## src/smbus_pec_pkg.sv

```systemverilog
package smbus_pec_pkg;

  // Default register count
  localparam int REG_COUNT_DEF = 32;

  // CRC-8 polynomial, no reflection, no final xor
  localparam logic [7:0] PEC_POLY = 8'h07;

  // Bus event codes
  typedef enum logic [2:0] {
    OP_ADDR_MATCH = 3'd0,
    OP_STOP       = 3'd1,
    OP_WRITE_BYTE = 3'd2,
    OP_READ_BYTE  = 3'd3,
    OP_REG_UPDATE = 3'd4
  } op_t;

  // Response codes
  typedef enum logic [1:0] {
    RSP_ACK  = 2'd0,
    RSP_NACK = 2'd1,
    RSP_DONE = 2'd2
  } rsp_t;

  // One result word
  typedef struct packed {
    logic [1:0] response;
    logic [7:0] read_data;
    logic       read_valid;
  } res_t;

  // Fold one byte into the CRC-8
  function automatic logic [7:0] crc8_fold(input logic [7:0] acc, input logic [7:0] data);
    logic [7:0] c;
    c = acc ^ data;
    for (int i = 0; i < 8; i++) begin
      c = c[7] ? ({c[6:0], 1'b0} ^ PEC_POLY) : {c[6:0], 1'b0};
    end
    return c;
  endfunction

endpackage

```

## src/smbus_pec_regfile.sv

```systemverilog
// Register file: synchronous memory, one write and one read port,
// registered read data. Valid bits stand in for the all-zero reset.
module smbus_pec_regfile #(
  parameter int REG_COUNT = smbus_pec_pkg::REG_COUNT_DEF
) (
  input  logic                                               clk,
  input  logic                                               rst,
  input  logic                                               wr_en,
  input  logic [((REG_COUNT > 1) ? $clog2(REG_COUNT) : 1)-1:0] wr_addr,
  input  logic [15:0]                                        wr_data,
  input  logic                                               rd_en,
  input  logic [((REG_COUNT > 1) ? $clog2(REG_COUNT) : 1)-1:0] rd_addr,
  output logic [15:0]                                        rd_data
);

  logic [15:0]          mem [REG_COUNT];
  logic [REG_COUNT-1:0] vld;
  logic [15:0]          data_q;
  logic                 vld_q;

  // Storage array, no reset
  always_ff @(posedge clk) begin
    if (wr_en) begin
      mem[wr_addr] <= wr_data;
    end
    if (rd_en) begin
      data_q <= mem[rd_addr];
    end
  end

  // Per-entry valid bits and registered read valid
  always_ff @(posedge clk) begin
    if (rst) begin
      vld   <= '0;
      vld_q <= 1'b0;
    end else begin
      if (wr_en) begin
        vld[wr_addr] <= 1'b1;
      end
      if (rd_en) begin
        vld_q <= vld[rd_addr];
      end
    end
  end

  // Unwritten entries read as zero
  assign rd_data = vld_q ? data_q : 16'h0000;

endmodule

```

## src/smbus_pec_obuf.sv

```systemverilog
// Two-entry output buffer: main register plus skid slot.
module smbus_pec_obuf (
  input  logic                 clk,
  input  logic                 rst,
  input  logic                 push,
  input  smbus_pec_pkg::res_t  din,
  output logic                 push_ready,
  output logic                 out_valid,
  input  logic                 out_ready,
  output smbus_pec_pkg::res_t  dout
);

  logic                main_v;
  logic                skid_v;
  smbus_pec_pkg::res_t main_q;
  smbus_pec_pkg::res_t skid_q;
  logic                main_free;

  // main slot is open at this edge when empty or drained
  assign main_free  = !main_v || out_ready;
  assign push_ready = !skid_v;

  // Occupancy
  always_ff @(posedge clk) begin
    if (rst) begin
      main_v <= 1'b0;
      skid_v <= 1'b0;
    end else if (main_free) begin
      main_v <= skid_v || push;
      skid_v <= skid_v && push;
    end else if (push) begin
      skid_v <= 1'b1;
    end
  end

  // Payload
  always_ff @(posedge clk) begin
    if (main_free) begin
      if (skid_v) begin
        main_q <= skid_q;
        if (push) begin
          skid_q <= din;
        end
      end else if (push) begin
        main_q <= din;
      end
    end else if (push) begin
      skid_q <= din;
    end
  end

  assign out_valid = main_v;
  assign dout      = main_q;

endmodule

```

## src/smbus_register_read_with_pec.sv

```systemverilog
// Channel | Handshake              | Payload
// input   | in_valid / in_ready    | opcode, data_byte, update_index, update_value
// output  | out_valid / out_ready  | response, read_data, read_valid
// config  | cfg_we (no wait)       | cfg_wdata (device address)
//
// One bus event per cycle while in_ready is high; each result is registered
// in the output buffer. A command reads the register memory, whose read data
// is registered; the following read sees the fetched word through a bypass.
// rst is synchronous: PEC, byte count, latched word, device address and
// memory valid bits clear at once, so no clearing pass is needed.
// A stalled output keeps up to two results; in_ready drops only then.
module smbus_register_read_with_pec #(
  parameter int REG_COUNT = smbus_pec_pkg::REG_COUNT_DEF
) (
  input  logic        clk,
  input  logic        rst,
  input  logic        in_valid,
  output logic        in_ready,
  input  logic [2:0]  opcode,
  input  logic [7:0]  data_byte,
  input  logic [4:0]  update_index,
  input  logic [15:0] update_value,
  output logic        out_valid,
  input  logic        out_ready,
  output logic [1:0]  response,
  output logic [7:0]  read_data,
  output logic        read_valid,
  input  logic        cfg_we,
  input  logic [6:0]  cfg_wdata
);

  localparam int         AW  = (REG_COUNT > 1) ? $clog2(REG_COUNT) : 1;
  localparam logic [8:0] RC9 = 9'(REG_COUNT);

  logic [6:0]          dev_addr;
  logic [7:0]          pec;
  logic [7:0]          pec_next;
  logic [1:0]          byte_cnt;
  logic [1:0]          byte_cnt_next;
  logic [15:0]         latched_word;
  logic                lat_pend;
  logic [15:0]         lat_eff;
  logic [15:0]         rf_rdata;
  logic                rd_en;
  logic                wr_en;
  logic [7:0]          upd_ext;
  logic [7:0]          addr_byte;
  logic [7:0]          pec_a;
  logic [7:0]          rbyte;
  logic                in_acc;
  logic                push;
  smbus_pec_pkg::res_t res;
  smbus_pec_pkg::res_t res_q;
  smbus_pec_pkg::op_t  op;

  assign in_acc  = in_valid && in_ready;
  assign op      = smbus_pec_pkg::op_t'(opcode);
  assign upd_ext = {3'b000, update_index};
  assign lat_eff = lat_pend ? rf_rdata : latched_word;

  // Address byte folds in at byte count zero
  assign addr_byte = {dev_addr, (op == smbus_pec_pkg::OP_READ_BYTE)};
  assign pec_a     = (byte_cnt == 2'd0) ? smbus_pec_pkg::crc8_fold(pec, addr_byte) : pec;
  assign rbyte     = (byte_cnt == 2'd0) ? lat_eff[7:0] : lat_eff[15:8];

  // Event decode
  always_comb begin
    pec_next      = pec;
    byte_cnt_next = byte_cnt;
    rd_en         = 1'b0;
    wr_en         = 1'b0;
    push          = 1'b0;
    res           = '{response: smbus_pec_pkg::RSP_ACK, read_data: 8'h00, read_valid: 1'b0};
    if (in_acc) begin
      case (op)
        smbus_pec_pkg::OP_ADDR_MATCH: begin
          byte_cnt_next = 2'd0;
          push          = 1'b1;
        end
        smbus_pec_pkg::OP_STOP: begin
          res.response = smbus_pec_pkg::RSP_DONE;
          push         = 1'b1;
        end
        smbus_pec_pkg::OP_WRITE_BYTE: begin
          push = 1'b1;
          if ({1'b0, data_byte} < RC9) begin
            rd_en    = 1'b1;
            pec_next = smbus_pec_pkg::crc8_fold(pec_a, data_byte);
          end else begin
            pec_next     = pec_a;
            res.response = smbus_pec_pkg::RSP_NACK;
          end
        end
        smbus_pec_pkg::OP_READ_BYTE: begin
          push           = 1'b1;
          res.read_valid = 1'b1;
          if (byte_cnt < 2'd2) begin
            res.read_data = rbyte;
            byte_cnt_next = byte_cnt + 2'd1;
            pec_next      = smbus_pec_pkg::crc8_fold(pec_a, rbyte);
          end else begin
            res.read_data = pec_a;
            res.response  = smbus_pec_pkg::RSP_NACK;
            pec_next      = 8'h00;
          end
        end
        smbus_pec_pkg::OP_REG_UPDATE: begin
          wr_en = ({4'b0000, update_index} < RC9);
        end
        default: begin
        end
      endcase
    end
  end

  // Engine state
  always_ff @(posedge clk) begin
    if (rst) begin
      pec          <= 8'h00;
      byte_cnt     <= 2'd0;
      latched_word <= 16'h0000;
      lat_pend     <= 1'b0;
      dev_addr     <= 7'h00;
    end else begin
      pec      <= pec_next;
      byte_cnt <= byte_cnt_next;
      if (lat_pend) begin
        latched_word <= rf_rdata;
      end
      lat_pend <= rd_en;
      if (cfg_we) begin
        dev_addr <= cfg_wdata;
      end
    end
  end

  smbus_pec_regfile #(
    .REG_COUNT(REG_COUNT)
  ) u_rf (
    .clk    (clk),
    .rst    (rst),
    .wr_en  (wr_en),
    .wr_addr(upd_ext[AW-1:0]),
    .wr_data(update_value),
    .rd_en  (rd_en),
    .rd_addr(data_byte[AW-1:0]),
    .rd_data(rf_rdata)
  );

  smbus_pec_obuf u_obuf (
    .clk       (clk),
    .rst       (rst),
    .push      (push),
    .din       (res),
    .push_ready(in_ready),
    .out_valid (out_valid),
    .out_ready (out_ready),
    .dout      (res_q)
  );

  assign response   = res_q.response;
  assign read_data  = res_q.read_data;
  assign read_valid = res_q.read_valid;

endmodule

```

## config.mk

```make
export PLATFORM = sky130hd
export DESIGN_NAME = smbus_register_read_with_pec
export DESIGN_NICKNAME = d
export VERILOG_FILES = /design/src/smbus_pec_pkg.sv /design/src/smbus_pec_regfile.sv /design/src/smbus_pec_obuf.sv /design/src/smbus_register_read_with_pec.sv
export SDC_FILE = /design/constraint.sdc
export NUM_CORES = 1
export LEC_CHECK = 0
export ABC_AREA = 1
export BUFFER_PORTS_ARGS = -buffer_cell sky130_fd_sc_hd__buf_2
export CORE_UTILIZATION = 40
export DETAILED_ROUTE_END_ITERATION = 12
export GPL_TIMING_DRIVEN = 1
export PLACE_DENSITY_LB_ADDON = 0.1
export SETUP_SLACK_MARGIN = 0.3
export SYNTH_ARGS = -nofsm -noshare
export SYNTH_HDL_FRONTEND = slang
export SYNTH_SLANG_ARGS = --single-unit
```

## constraint.sdc

```tcl
create_clock -name clk -period 4 [get_ports clk]
set_clock_uncertainty 0.1 [all_clocks]
set_input_delay 0.4 -clock clk [delete_from_list [all_inputs] [get_ports clk]]
set_output_delay 0.4 -clock clk [all_outputs]
set_load 0.01 [all_outputs]
```

**After elaboration in Yosys (flattened, before gate mapping)**

Memories as Yosys holds them, arrays and structs flattened. A register that Yosys moved wholly into a read port is not among the register bits.
Cells that the tools add are included.

- Flip-flop bits (word level): 91
- RAM bits: 512
- Input bits: 44
- Memories kept: 1

- Add/subtract/negate cells: 1
- $lt $le $gt $ge: 5
- Equal/unequal tests: 6
- Multiplexer cells: 59
- Bitwise logic cells: 28
- Reduce and logical (&&, ||, !) cells: 17

Memory list:

| name | words | bits a word | read ports | clocked after Yosys merged registers in | wr ports | line | text |
|---|---|---|---|---|---|---|---|
| u_rf.mem | 32 | 16 | 1 | 1 | 1 | smbus_pec_regfile.sv:16 | `logic [15:0] mem [REG_COUNT];` |

Operator list:

| operator | count |
|---|---|
| 2-to-1 mux 3 bit | 24 |
| inverter 3 bit | 24 |
| 2-to-1 mux 11 bit | 6 |
| 2-to-1 mux 8 bit | 5 |
| 2-to-1 mux 16 bit | 2 |
| OR 32 bit | 1 |
| bitwise XOR 8 bit | 3 |
| one-hot mux 8 bit (2 select lines) | 1 |
| 2-to-1 mux 1 bit | 15 |
| less-than comparator 5 x 6 -> 1 bit, second input constant | 2 |
| 2-to-1 mux 9 bit | 1 |
| less-than comparator 8 x 6 -> 1 bit, second input constant | 1 |
| nonzero test 2 bit | 4 |
| == test 3 x 2 -> 1 bit, second input constant | 2 |
| one-hot mux 2 bit (3 select lines) | 1 |
| binary-select mux 1 bit (select 5 bit) | 1 |
| demux 1 bit (select 5 bit) | 1 |
| greater-or-equal comparator 5 x 1 -> 1 bit, second input constant | 1 |
| inequality test 2 x 1 -> 1 bit, second input constant | 2 |
| one-hot mux 2 bit (2 select lines) | 1 |
| AND reduction 2 bit | 2 |
| OR reduction 4 bit | 1 |
| == test 3 x 1 -> 1 bit, second input constant | 1 |
| == test 3 bit, second input constant | 1 |
| 9 further kinds | 13 |

**Longest topological paths before layout**

Gate-level depths: netlist of the first run.

- Depth in word-level cells: 38
- Gate-level depth with buffers: 21

**Hierarchy**

A second synthesis of the first run with hierarchy kept.

- Cell total of the unflattened synthesis: 2482
- Area, all modules: 26472.9 sq um

By module, submodules not included:

| module | instances | cells an instance | area an instance (sq um) |
|---|---|---|---|
| smbus_pec_regfile | 1 | 1922 | 22628.0 |
| smbus_register_read_with_pec | 1 | 489 | 2944.1 |
| smbus_pec_obuf | 1 | 71 | 900.9 |

**Worst setup path before layout of the first run**

Ideal clock, no wire load.

- Path type: reg-to-reg
- From: reg u_obuf.skid_v
- To: mem u_rf.mem[12][0], enable pin
- Setup time: 390 ps
- Arrival time: 2042 ps
- Setup slack: 1468 ps
- Cell stages (with the launch flop): 8
- Path buffers: 0
- Cells stage by stage: dfxtp_1 -> inv_1 -> nand2_1 -> nor4_1 -> inv_1 -> nor2_1 -> nand2_1 -> nor2_1

- Longest elaborated chain between the ends: 5

RTL lines:

| item | line | text |
|---|---|---|
| start: declaration | smbus_pec_obuf.sv:14 | `logic skid_v;` |
| start signal: assignment | smbus_pec_obuf.sv:30 | `skid_v <= skid_v && push;` |
| logical NOT 1 bit | smbus_pec_obuf.sv:21 | `assign push_ready = !skid_v;` |
| named net in_ready | smbus_register_read_with_pec.sv:18 | `output logic in_ready,` |
| logical AND 1 bit | smbus_register_read_with_pec.sv:56 | `assign in_acc = in_valid && in_ready;` |
| 2-to-1 mux 1 bit | smbus_register_read_with_pec.sv:74 | `if (in_acc) begin` |
| 2-to-1 mux 1 bit | smbus_pec_regfile.sv:23 | `if (wr_en) begin` |
| 2-to-1 mux 1 bit (implied by the code) | smbus_pec_regfile.sv:24 | `mem[wr_addr] <= wr_data;` |
| end: declaration | smbus_pec_regfile.sv:16 |  |

The timed path passes the listed nets, and every way through them passes these cells.

**Worst setup path in the final report of the first run**

- From: reg u_obuf.skid_v
- To: mem u_rf.mem[31][1], enable pin

- Longest elaborated chain between the ends: 5

RTL lines:

| item | line |
|---|---|
| logical NOT 1 bit | smbus_pec_obuf.sv:21 |
| logical AND 1 bit | smbus_register_read_with_pec.sv:56 |
| 2-to-1 mux 1 bit | smbus_register_read_with_pec.sv:74 |
| 2-to-1 mux 1 bit | smbus_pec_regfile.sv:23 |
| 2-to-1 mux 1 bit (implied by the code) | smbus_pec_regfile.sv:24 |

Every way passes these cells.

==> run summary, run 1 <==
Number of max-cap violations -> 0
Syn nets -> 2,241
Switching Power -> 3.580 mW
DR WL/cell -> 23.63 um
Routed WL -> 74.71 mm
Gp weighted congestion -> 0.8650
Final setup violating endpoints -> 0
Initial drt markers -> 1,670
Hold Slack -> 30.08 ps
Cells along the critical path -> inv_1 -> nand2_1 -> nor4_1 -> buf_4 -> inv_1 -> nor2_1 -> nand2_1 -> nor2_2 -> buf_12
Die area -> 0.06457 mm^2
Largest net degree at the start of global routing -> 135
#FFs+latches synth -> 619
Flop pwr share -> 48.0%
Sequential area share after synthesis -> 70.40%
Maximum VDD drop -> 0.0002490 V
Layout net count -> 2,308
Status -> completed
Combinational power share -> 8.8%
Final Cell Area -> 0.02927 mm^2
Antenna violations before repair -> 4
CTS Buf Count -> 69
Post-DRT Antenna Nets -> 0
Max Fclk -> 297.8 MHz
IO Pins -> 57
Grt ovf -> 0
Floorplan row count -> 92
Clock slew at reported path FFs -> 60 ps
Layout overhead on the synthesized area -> 15.15%
Syn. warnings -> 0
Post-CTS Setup Repair Bufs -> 0
H-tree Lvls -> 3
Longest Clk Path Bufs -> 3
Data arrival, critical path -> 3570 ps
Clock sink count -> 619
Worst-Margin Slew -> 987.4 ps
Detailed Routing Iterations Pass 1 -> 5
Mapped Cells -> 2,196
Critical Path Max Stage Delay -> 810 ps
Hold WC Path Type -> primary input to register
# diodes -> 0
Cell-internal power -> 11.16 mW
Final WS setup -> 641.9 ps
Via count -> 17,670
Minimum clock period -> 3358 ps
Detail-routed via count per cell -> 5.588
Die Ht -> 254.1 um
Delay-heaviest family, CP -> simple AND/OR/NAND/NOR gates
Chip Width -> 254.1 um
Most common cell after layout, fill and taps aside -> edfxtp_1
Clock tree from TritonCTS -> built
WP buf/inv -> 4
Skew-Pair Late Insertion Delay -> 600 ps
Worst endpoint required time -> 4210 ps
Setup crit end kind -> register
GRT Resource Usage Total -> 23.44%
Clk pwr share -> 43.2%
First-pass GRT wire length -> 111.1 mm
Cell Pwr Density -> 503.4 mW/mm^2
Setup_tns -> 0 ps
Core region area -> 0.06297 mm^2
Distinct cells, synth -> 38
Switching share of total power -> 24.29%
Synth Cell Area -> 0.02542 mm^2
Relative slew slack -> 33.48%
Leak -> 9.977 nW
Vias in the first global route -> 16,970
Final hold vios -> 0
DP HPWL -> 43.80 mm
Tcrit/Tclk final -> 83.95%
Share of post-route cells with drive strength above 1 -> 12.91%
Avg Cell Area, Syn -> 11.58 um^2
Slew Viols, Final -> 0
Hold_buf cts -> 9
Port-buffer cells -> 56
Place WS -> 770.5 ps
CP max-delay cell -> nor4_1
Post-cts sizing count -> 0
Root Buffer -> clkbuf_16
Startpoint types -> register
Initial Utilization -> 40.38%
Placed Area -> 0.02693 mm^2
RSZ-0062 raised after global routing -> no
Crit path max fanout -> 13
Most frequent cells in the layout -> edfxtp_1, nor2_1, o21ai_0
Residual DRC count -> 0
Critical path class -> register to register
## layout make-up
type                            count  area (um^2)
Clock buffer                       88         1923
Clock inverter                     36        335.3
Fill cell                        5738        33690
Inverter                          101        389.1
Multi-Input combinational cell   1346         6729
Sequential cell                   619        17900
Tap cell                          846         1059
Timing Repair Buffer              126        942.2
## state kept, by name (all words and copies together), names as in the netlist
register / cells
byte_cnt: 2
dev_addr: 7
lat_pend: 1
latched_word: 16
pec: 8
u_obuf.dout: 11
u_obuf.out_valid: 1
u_obuf.skid_q: 11
u_obuf.skid_v: 1
u_rf.data_q: 16
u_rf.mem: 512
u_rf.vld: 32
u_rf.vld_q: 1
## through the flow
| stage | util (%) | power [mW] | std cells |
|---|---|---|---|
| 6_report | 46.49 | 14.74 | 3162 |
| 5_1_grt | 46.49 | 15.25 | 3162 |
| 4_1_cts | 46.49 | 14.85 | 3162 |
| 3_5_place_dp | 42.76 | 8.501 | 3029 |
| 3_3_place_gp | 42.76 | 8.485 | 3029 |
| 2_1_floorplan | - | 8.028 | 2196 |
## Yosys cell counts, drive strengths merged
cell    instances  area [um^2]
nand3         115        610.6
or2             2        12.52
clkbuf        118        442.9
ha              1        12.51
nor4            2        12.51
a21o            6        45.04
nand3b          2        15.01
nand2         203        827.0
inv            95        356.6
a211oi          2        15.01
a22oi           1        7.510
xor2            6        60.06
a21oi          19        98.85
o221ai         98        858.3
nor2          462         1742
o21ai         332         1673
edfxtp        550        16520
nor3            2        10.01
o22ai          50        312.8
a32oi          14        122.6
clkinv          6        22.52
a31oi          18        112.6
a22o            5        43.79
dfxtp          69         1381
xnor2           6        52.55
buf            12        60.05
## cells by family (layout without fill, tap and decap cells)
| group | Yosys count | after routing | share of synthesized area, % |
|---|---|---|---|
| adders and majority gates | 1 | 1 | 0.04921 |
| xor gates and xnor gates | 12 | 12 | 0.4429 |
| buffers and inverters | 231 | 351 | 3.470 |
| and+or+nand+nor | 788 | 788 | 12.70 |
| DFF | 619 | 619 | 70.40 |
| AOI/OAI and AO/OA | 545 | 545 | 12.94 |
## metal layers
layer	GRT usage (%)	routed length [um]	vias to the layer above
li1	-	-	8119
met1	33.00	33620	8878
met2	37.57	34970	559
met3	3.196	4233	110
met4	7.435	1880	2
met5	0	13	-
## final timing paths
path            startpoint              end  slack, ps  depth (start not counted)
min                 cfg_we      dev_addr[4]         30                          3
min reg2reg   u_rf.vld[22]     u_rf.vld[22]        360                          2
max reg2reg  u_obuf.skid_v  u_rf.mem[31][1]        640                          9
max          u_obuf.skid_v  u_rf.mem[31][1]        640                          9
## power by group through the flow
stage / logic (mW) / registers [mW] / clock network, mW
finish: 1.30 / 7.07 / 6.36
global route: 1.45 / 7.07 / 6.74
CTS: 1.30 / 7.07 / 6.48
detailed placement: 1.29 / 7.21 / 0
global placement: 1.28 / 7.21 / 0
floorplan: 0.821 / 7.21 / 0
## worst min-delay path: cells and delay by family
kind                   cells  cell delay, ps
AOI/OAI and AO/OA          1              80
buffers and inverters      1             120
and+or+nand+nor            1              80
Power figures use the tool's default switching activity.
==> run 2: changes to the inputs <==
==> constraint.sdc (replaced) <==
create_clock -name clk -period 2.9 [get_ports clk]
set_clock_uncertainty 0.1 [all_clocks]
set_input_delay 0.29 -clock clk [delete_from_list [all_inputs] [get_ports clk]]
set_output_delay 0.29 -clock clk [all_outputs]
set_load 0.01 [all_outputs]
==> run 2 against run 1 <==
Effect of this change:
- final cell count rose by 1.4%
- global-route usage fell by 0.26 points
- power rose by 36%
- final area rose by 2.8%
- sequential power rose by 38%
- setup slack got worse by 180 ps
- combinational power rose by 48%
- sequential cell count did not move
- worst hold slack improved by 2.0 ps
- register-to-register slack got worse by 180 ps
- maximum frequency rose by 38%
- critical endpoint is now pec[7]
==> run summary, run 2 (synthesis gave the netlist of run 1 again) <==
Final hold vios -> 0
Post-DRT Antenna Nets -> 0
GRT Resource Usage Total -> 23.18%
Met2 GRT Util -> 38.83%
Final setup violating endpoints -> 0
Most frequent cells in the layout -> edfxtp_1, nor2_1, o21ai_0
Placed Area -> 0.02776 mm^2
Max FFs per register -> 512
Hold Path Stages -> 3
Core region area -> 0.06297 mm^2
H-tree Lvls -> 3
DR WL/cell -> 23.10 um
Slew Viols, Final -> 0
Die Ht -> 254.1 um
Switching Power -> 4.892 mW
Tcrit/Tclk final -> 83.96%
Residual DRC count -> 0
Worst R2R Path Depth -> 12
Flop2flop setup slack -> 470 ps
Worst endpoint required time -> 3290 ps
Root Buffer -> clkbuf_16
Hold path start -> cfg_we
Largest net degree at the start of global routing -> 75
Relative slew slack -> 36.37%
Most common cell after layout, fill and taps aside -> edfxtp_1
Worst-Margin Slew -> 950.9 ps
Vias in the first global route -> 17,040
Largest regs -> u_rf.mem: 512 flops, u_rf.vld: 32 flops
Crit path max fanout -> 6
Initial Utilization -> 40.38%
Layout overhead on the synthesized area -> 18.38%
Grt met1 use -> 31.04%
First-pass GRT wire length -> 109.9 mm
CTS Buf Count -> 70
Setup crit end kind -> register
Cells along the critical path -> xor2_1 -> nand2_1 -> nand2_2 -> xnor2_1 -> nand2_1 -> o21ai_2 -> xor2_1 -> nand2_1 -> nand3_1 -> or2_1 -> a21oi_2 -> nor2_1
RSZ-0062 raised after global routing -> no
Minimum clock period -> 2435 ps
Hold WC Path Type -> primary input to register
Total Power -> 20.11 mW
Floorplan row count -> 92
Worst reg2reg path startpoint -> pec[5]
Status -> completed
Data arrival, critical path -> 2820 ps
Port-buffer cells -> 56
Fin util -> 47.80%
Gr busiest metal -> met2
Antenna violations before repair -> 1
Via count -> 17,570
Gp weighted congestion -> 0.8633
Critical Path Max Stage Delay -> 420 ps
Grt ovf -> 0
CP max-delay cell -> dfxtp_1
CP dominant cell by count -> nand2_1
Detailed Routing Iterations Pass 1 -> 8
Most flops, register -> u_rf.mem
Leak -> 10.28 nW
M3 GR Usage -> 3.708%
Critical R2R Capture -> pec[7]
IO Pins -> 57
Clock slew at reported path FFs -> 60 ps
Detail-routed via count per cell -> 5.483
Cell Pwr Density -> 668.1 mW/mm^2
Setup_tns -> 0 ps
Chip Width -> 254.1 um
Max Fclk -> 410.7 MHz
Combinational power share -> 9.6%
Longest Clk Path Bufs -> 3
Layout net count -> 2,356
Initial drt markers -> 1,383
Die area -> 0.06457 mm^2
DP HPWL -> 45.24 mm
Clk pwr share -> 41.9%
Routed WL -> 74.04 mm
Post-CTS Setup Repair Bufs -> 0
Startpoint types -> register
Clock sink count -> 619
Flop pwr share -> 48.5%
Skew-Pair Late Insertion Delay -> 600 ps
Share of post-route cells with drive strength above 1 -> 14.46%
Switching share of total power -> 24.33%
Number of max-cap violations -> 0
WHS Endpoint -> dev_addr[0]
Final Cell Area -> 0.03010 mm^2
Cell-internal power -> 15.22 mW
Maximum VDD drop -> 0.0004441 V
Critical path class -> register to register
Clock tree from TritonCTS -> built
==> run 2: power groups by stage <==
stage | clock network, mW | logic, mW | registers, mW
2_1_floorplan | 0 | 1.13 | 9.94
3_3_place_gp | 0 | 1.89 | 9.94
3_5_place_dp | 0 | 1.90 | 9.94
4_1_cts | 8.60 | 1.92 | 9.75
5_1_grt | 8.96 | 2.13 | 9.75
6_report | 8.42 | 1.93 | 9.75
==> run 2: timing repair <==
item	CTS	global route
resized for setup	2	14
hold buffers	13	0
setup endpoints to repair	3	5
endpoints found under the hold margin	10	0
==> run 2: layout make-up <==
| class | count | area [um^2] |
|---|---|---|
| Timing Repair Buffer | 173 | 1822 |
| Fill cell | 5737 | 32870 |
| Inverter | 101 | 394.1 |
| Antenna cell | 1 | 2.502 |
| Clock buffer | 96 | 1964 |
| Tap cell | 846 | 1059 |
| Sequential cell | 619 | 17900 |
| Clock inverter | 23 | 190.2 |
| Multi-Input combinational cell | 1346 | 6761 |
==> run 2: worst max path at each step <==
stage,depth (start not counted),from,slack [ps],end
6_report,12,pec[5],470,pec[7]
5_1_grt,17,pec[5],300,pec[2]
4_1_cts,13,byte_cnt[1],330,pec[7]
3_5_place_dp,15,lat_pend,190,pec[7]
3_3_place_gp,15,lat_pend,200,pec[7]
2_1_floorplan,7,u_obuf.skid_v,370,u_rf.mem[12][0]
==> run 2: critical path, delay by kind of cell (launching register included) <==
| kind | cells | cell delay (ps) |
|---|---|---|
| AO/OA/AOI/OAI | 2 | 410 |
| XOR/XNOR | 3 | 510 |
| flip-flops | 1 | 420 |
| AND/OR/NAND/NOR | 7 | 900 |
==> run 2: routing by layer <==
metal | up-vias | part of all wire, %
met3 | 98 | 5.1
li1 | 8213 | -
met5 | - | 0
met1 | 8784 | 44
met4 | 0 | 1.9
met2 | 477 | 49
==> run 2: per-stage QoR <==
step	setup WS, ps	instances	hold WS (ps)
floorplan	368.2	2196	288.9
global placement	204.3	3072	345.3
detailed placement	187.7	3072	353.3
CTS	328.7	3204	1.200
global route	301.7	3205	36.74
finish	465.2	3205	32.09
